$ cat src/hw/rtl/tgi_mul.sv
// shared signed multiplier with registered product
// used for axis scaling and for every lerp; depends on nothing
module tgi_mul (
  input  logic               clk_i,
  input  logic signed [32:0] a_i,
  input  logic signed [32:0] b_i,
  output logic signed [65:0] p_o
);

  logic signed [65:0] p_q;

  // product register
  always_ff @(posedge clk_i) begin
    p_q <= a_i * b_i;
  end

  assign p_o = p_q;

endmodule

$ cat config.mk
export PLATFORM = sky130hd
export DESIGN_NAME = tgi_mul
export DESIGN_NICKNAME = d
export VERILOG_FILES = /design/src/hw/rtl/tgi_mul.sv
export SDC_FILE = /design/constraint.sdc
export NUM_CORES = 2
export LEC_CHECK = 0
export ABC_AREA = 1
export ABC_CLOCK_PERIOD_IN_PS = 9350
export BUFFER_PORTS_ARGS = -buffer_cell sky130_fd_sc_hd__buf_4
export CORE_ASPECT_RATIO = 0.7
export CORE_MARGIN = 2
export CORE_UTILIZATION = 40
export CTS_CLUSTER_SIZE = 20
export DETAILED_ROUTE_END_ITERATION = 8
export GPL_TIMING_DRIVEN = 0
export MAX_ROUTING_LAYER = met4
export PLACE_DENSITY = 0.52
export RECOVER_POWER = 100
export SLEW_MARGIN = 10
export SYNTH_ARGS = -nofsm -noshare
export SYNTH_HDL_FRONTEND = slang
export SYNTH_SLANG_ARGS = --single-unit
$ cat constraint.sdc
create_clock -name clk_i -period 9.35 [get_ports clk_i]
set_input_delay 0.935 -clock clk_i [delete_from_list [all_inputs] [get_ports clk_i]]
set_output_delay 0.935 -clock clk_i [all_outputs]
set_load 0.01 [all_outputs]
==> impl_summary.log <==
INFO  metric cts_made_buffers = 9
INFO  metric post_synth_main_area_contributors = fa_1, inv_1, nand2_1
INFO  metric dr.first_iter.drc_count = 3557
INFO  metric worst-slew-pin-transition = between 1 and 1.5 ns
INFO  metric clockBufferDepth = 2
INFO  metric cp.arrival = 9.50 ns
INFO  metric run_status = completed
INFO  metric minimum_clock_period = roughly 9 ns
INFO  metric holdBufCountCts = 0
INFO  metric layout-drive-gt1-share = 1.55%
INFO  metric finalHoldViolCount = 0
INFO  metric avgRoutedWirePerCell = 25.8 µm
INFO  metric initial_utilization = 40.5%
INFO  metric critPathCaptureType = register
INFO  metric hold_path_startpoint = a_i[0]
INFO  metric placed_cell_area = 45500 µm²
INFO  metric timing.final.setup_violations = 0
INFO  metric synth_commonest_cells = inv_1, nand2_1, fa_1
INFO  metric finalInstanceArea = 45500 µm²
INFO  metric numPortBuffers = 67
INFO  metric design.die.area = 111000 µm²
INFO  metric yosysWarningCount = 0
INFO  metric holdCritPathClass = in2reg
INFO  metric vias = approximately 35000
INFO  metric numClockSinks = 66
INFO  metric io-pin-count = ~130
INFO  metric placed_cells_incl_taps = 7039
INFO  metric path_class = in2reg
INFO  metric post_layout_nonfiller_instances = 7065
INFO  metric max_fanout_on_critical_path = 10
INFO  metric die_width = 397 µm
INFO  metric grt_start_max_net_pins = 28
INFO  metric post-route-drc-count = 0
INFO  metric root_buffer = clkbuf_16
INFO  metric die_height = 279 µm
INFO  metric antenna_violating_nets_remaining = 0
INFO  metric post-synth-top-count-cell = inv_1
INFO  metric hold_path_end = p_o[0]
INFO  metric start_kind = input pin
INFO  metric ys_types = 35
INFO  metric grt_first_pass_wirelength = 261000 µm
INFO  metric final_nets = 7053
INFO  metric synth_top_flop_cell = dfxtp_1
INFO  metric gr-total-overflow = 0
INFO  metric netlist_area = 43200 µm²
INFO  metric syn_area_per_cell = 7.79 µm²
INFO  metric finalWeightedCongestion = between 1 and 1.5
INFO  metric unrepaired_setup_endpoints_after_global_routing = no
INFO  metric synth-edff-count = 0
INFO  metric num_rows = 100
INFO  metric finalMaxSlewViolations = 0
INFO  metric tritoncts = built
INFO  metric proportion_of_synthesized_flip_flops_having_asynchronous_set_or_reset = 0%
INFO  metric min_delay_path_depth = 3
INFO  metric grt_pass1_vias = 36633
INFO  metric dr.pass1.iters = 6
INFO  metric wirelength = ~180000 µm
INFO  metric ys_ff_latch = 66
INFO  metric number_of_flip_flops_in_the_largest_register = 66
INFO  metric worst-endpoint-required = between 9 and 10 ns
INFO  metric final.fill_count = between 10000 and 15000
INFO  metric synth_fp_nets = between 6000 and 7000
INFO  metric antenna_found_initial = 11
INFO  metric post-synth-top-area-fraction = 53.1%
INFO  metric areaGrowthSynthToFinish = 5.49%
INFO  metric fmax = approximately 0.11 GHz
INFO  metric detailed_place_hpwl = 156000 µm
INFO  metric global_route_total_usage_across_every_layer = 34.9%
INFO  metric netlist_instances = 5543
INFO  metric fin_crit_sh = slightly below 100%
INFO  metric timing.critical_path.slowest_cell_delay = 1.01 ns
INFO  metric final-seq-area = 1320 µm²
INFO  metric synth-seq-area-share = 3.06%
INFO  metric multiInputGateArea = 33700 µm²
INFO  metric vias_per_cell = 4.96
INFO  metric clkTransAtPathRegs = 0.05 ns
INFO  metric yosys.area.top_type = fa_1
INFO  metric critPathBufInv = 9
INFO  metric fp.coreArea = 107000 µm²
INFO  metric crit_family = adder cells
INFO  metric cts.htree.levels = 3
INFO  metric max-cap-violations = 0
INFO  metric max-slew-margin-rel = 3.55%
INFO  metric critical-path-slowest-cell = clkbuf_1
-- cell usage in the layout, fill, tap and decap left out, types with 3 or more instances in the layout --
master     instances
nor4_1             5
xnor2_1            4
nand3_1           76
nand2_2           11
buf_4              3
xor2_1            37
nand3b_1           3
clkbuf_16          9
dfxtp_1           66
clkbuf_2          25
inv_1           1894
or2_2              5
a21oi_1           62
nor2_2            13
nand2_1         1523
fa_2               3
o21ai_0           20
nor2_1           138
nor3_1             7
fa_1            1142
a21oi_2            3
clkbuf_1         302
diode_2            8
nand4_1           19
o21bai_1          14
o21ai_1            3
ha_1             217
nor2_4             3
-- per-layer routing --
metal  vias up  global-route usage, %  routed length (µm)
li1      15161                      -                   -
met1     17859                   46.8               77200
met2      1755                   50.2               76200
met3       252                   12.2               22300
met4         0                   9.32                6290
met5         -                      -                   0
-- worst min-delay path, stage by stage --
cell      delay [ns]
clkbuf_1        0.34
nand2_1         0.19
inv_1           0.08
-- worst max-delay path by stage --
stage | to | from | slack (ns) | cells past startpoint
final | p_o[65] | a_i[27] | 0.07 | 29
after floorplan | p_o[60] | a_i[32] | 1.66 | 23
after global placement | p_o[63] | b_i[11] | -1.10 | 22
after detailed placement | p_o[63] | a_i[32] | -0.92 | 24
after CTS | p_o[45] | a_i[27] | 0.16 | 26
after global routing | p_o[62] | b_i[11] | 0.03 | 24
-- stage by stage --
step	utilization (%)	setup TNS, ns	hold WS, ns	worst slack (ns)
2_1_floorplan	-	0	1.20	1.66
3_3_place_gp	42.6	-19.73	1.33	-1.10
3_5_place_dp	42.7	-13.57	1.33	-0.918
4_1_cts	43.0	0	1.25	0.155
5_1_grt	42.7	0	1.30	0.0322
6_report	42.7	0	1.29	0.0725
-- cells by family (layout without fill, tap and decap cells) --
group	count (synthesis)	count (layout)	synth area share, %
xor gates and xnor gates	41	41	0.832
AOI/OAI and AO/OA	106	106	1.38
other	0	8	0
adders and majority gates	1362	1362	59.4
and+or+nand+nor	1810	1810	16.6
DFF	66	66	3.06
buffers and inverters	2158	2244	18.8
-- cell type report --
| class | instances | area share (%) |
|---|---|---|
| Clock inverter | 6 | 0.143 |
| Antenna cell | 8 | 0.0440 |
| Clock buffer | 10 | 0.525 |
| Inverter | 1895 | 15.6 |
| Multi-Input combinational cell | 3319 | 74.0 |
| Buffer | 263 | 2.25 |
| Tap cell | 1428 | 3.92 |
| Timing Repair Buffer | 70 | 0.637 |
| Sequential cell | 66 | 2.90 |
-- repair_timing --
item | in CTS | in global routing
endpoints found under the setup margin | 19 | 12
setup buffers | 0 | 2
pin swaps | 0 | 1
gates resized for setup | 6 | 20
endpoints found under the hold margin | 0 | 0
Power is left out: the tool's default activity adds up to more than one toggle a clock period on the data nets, which glitch-free logic cannot reach.
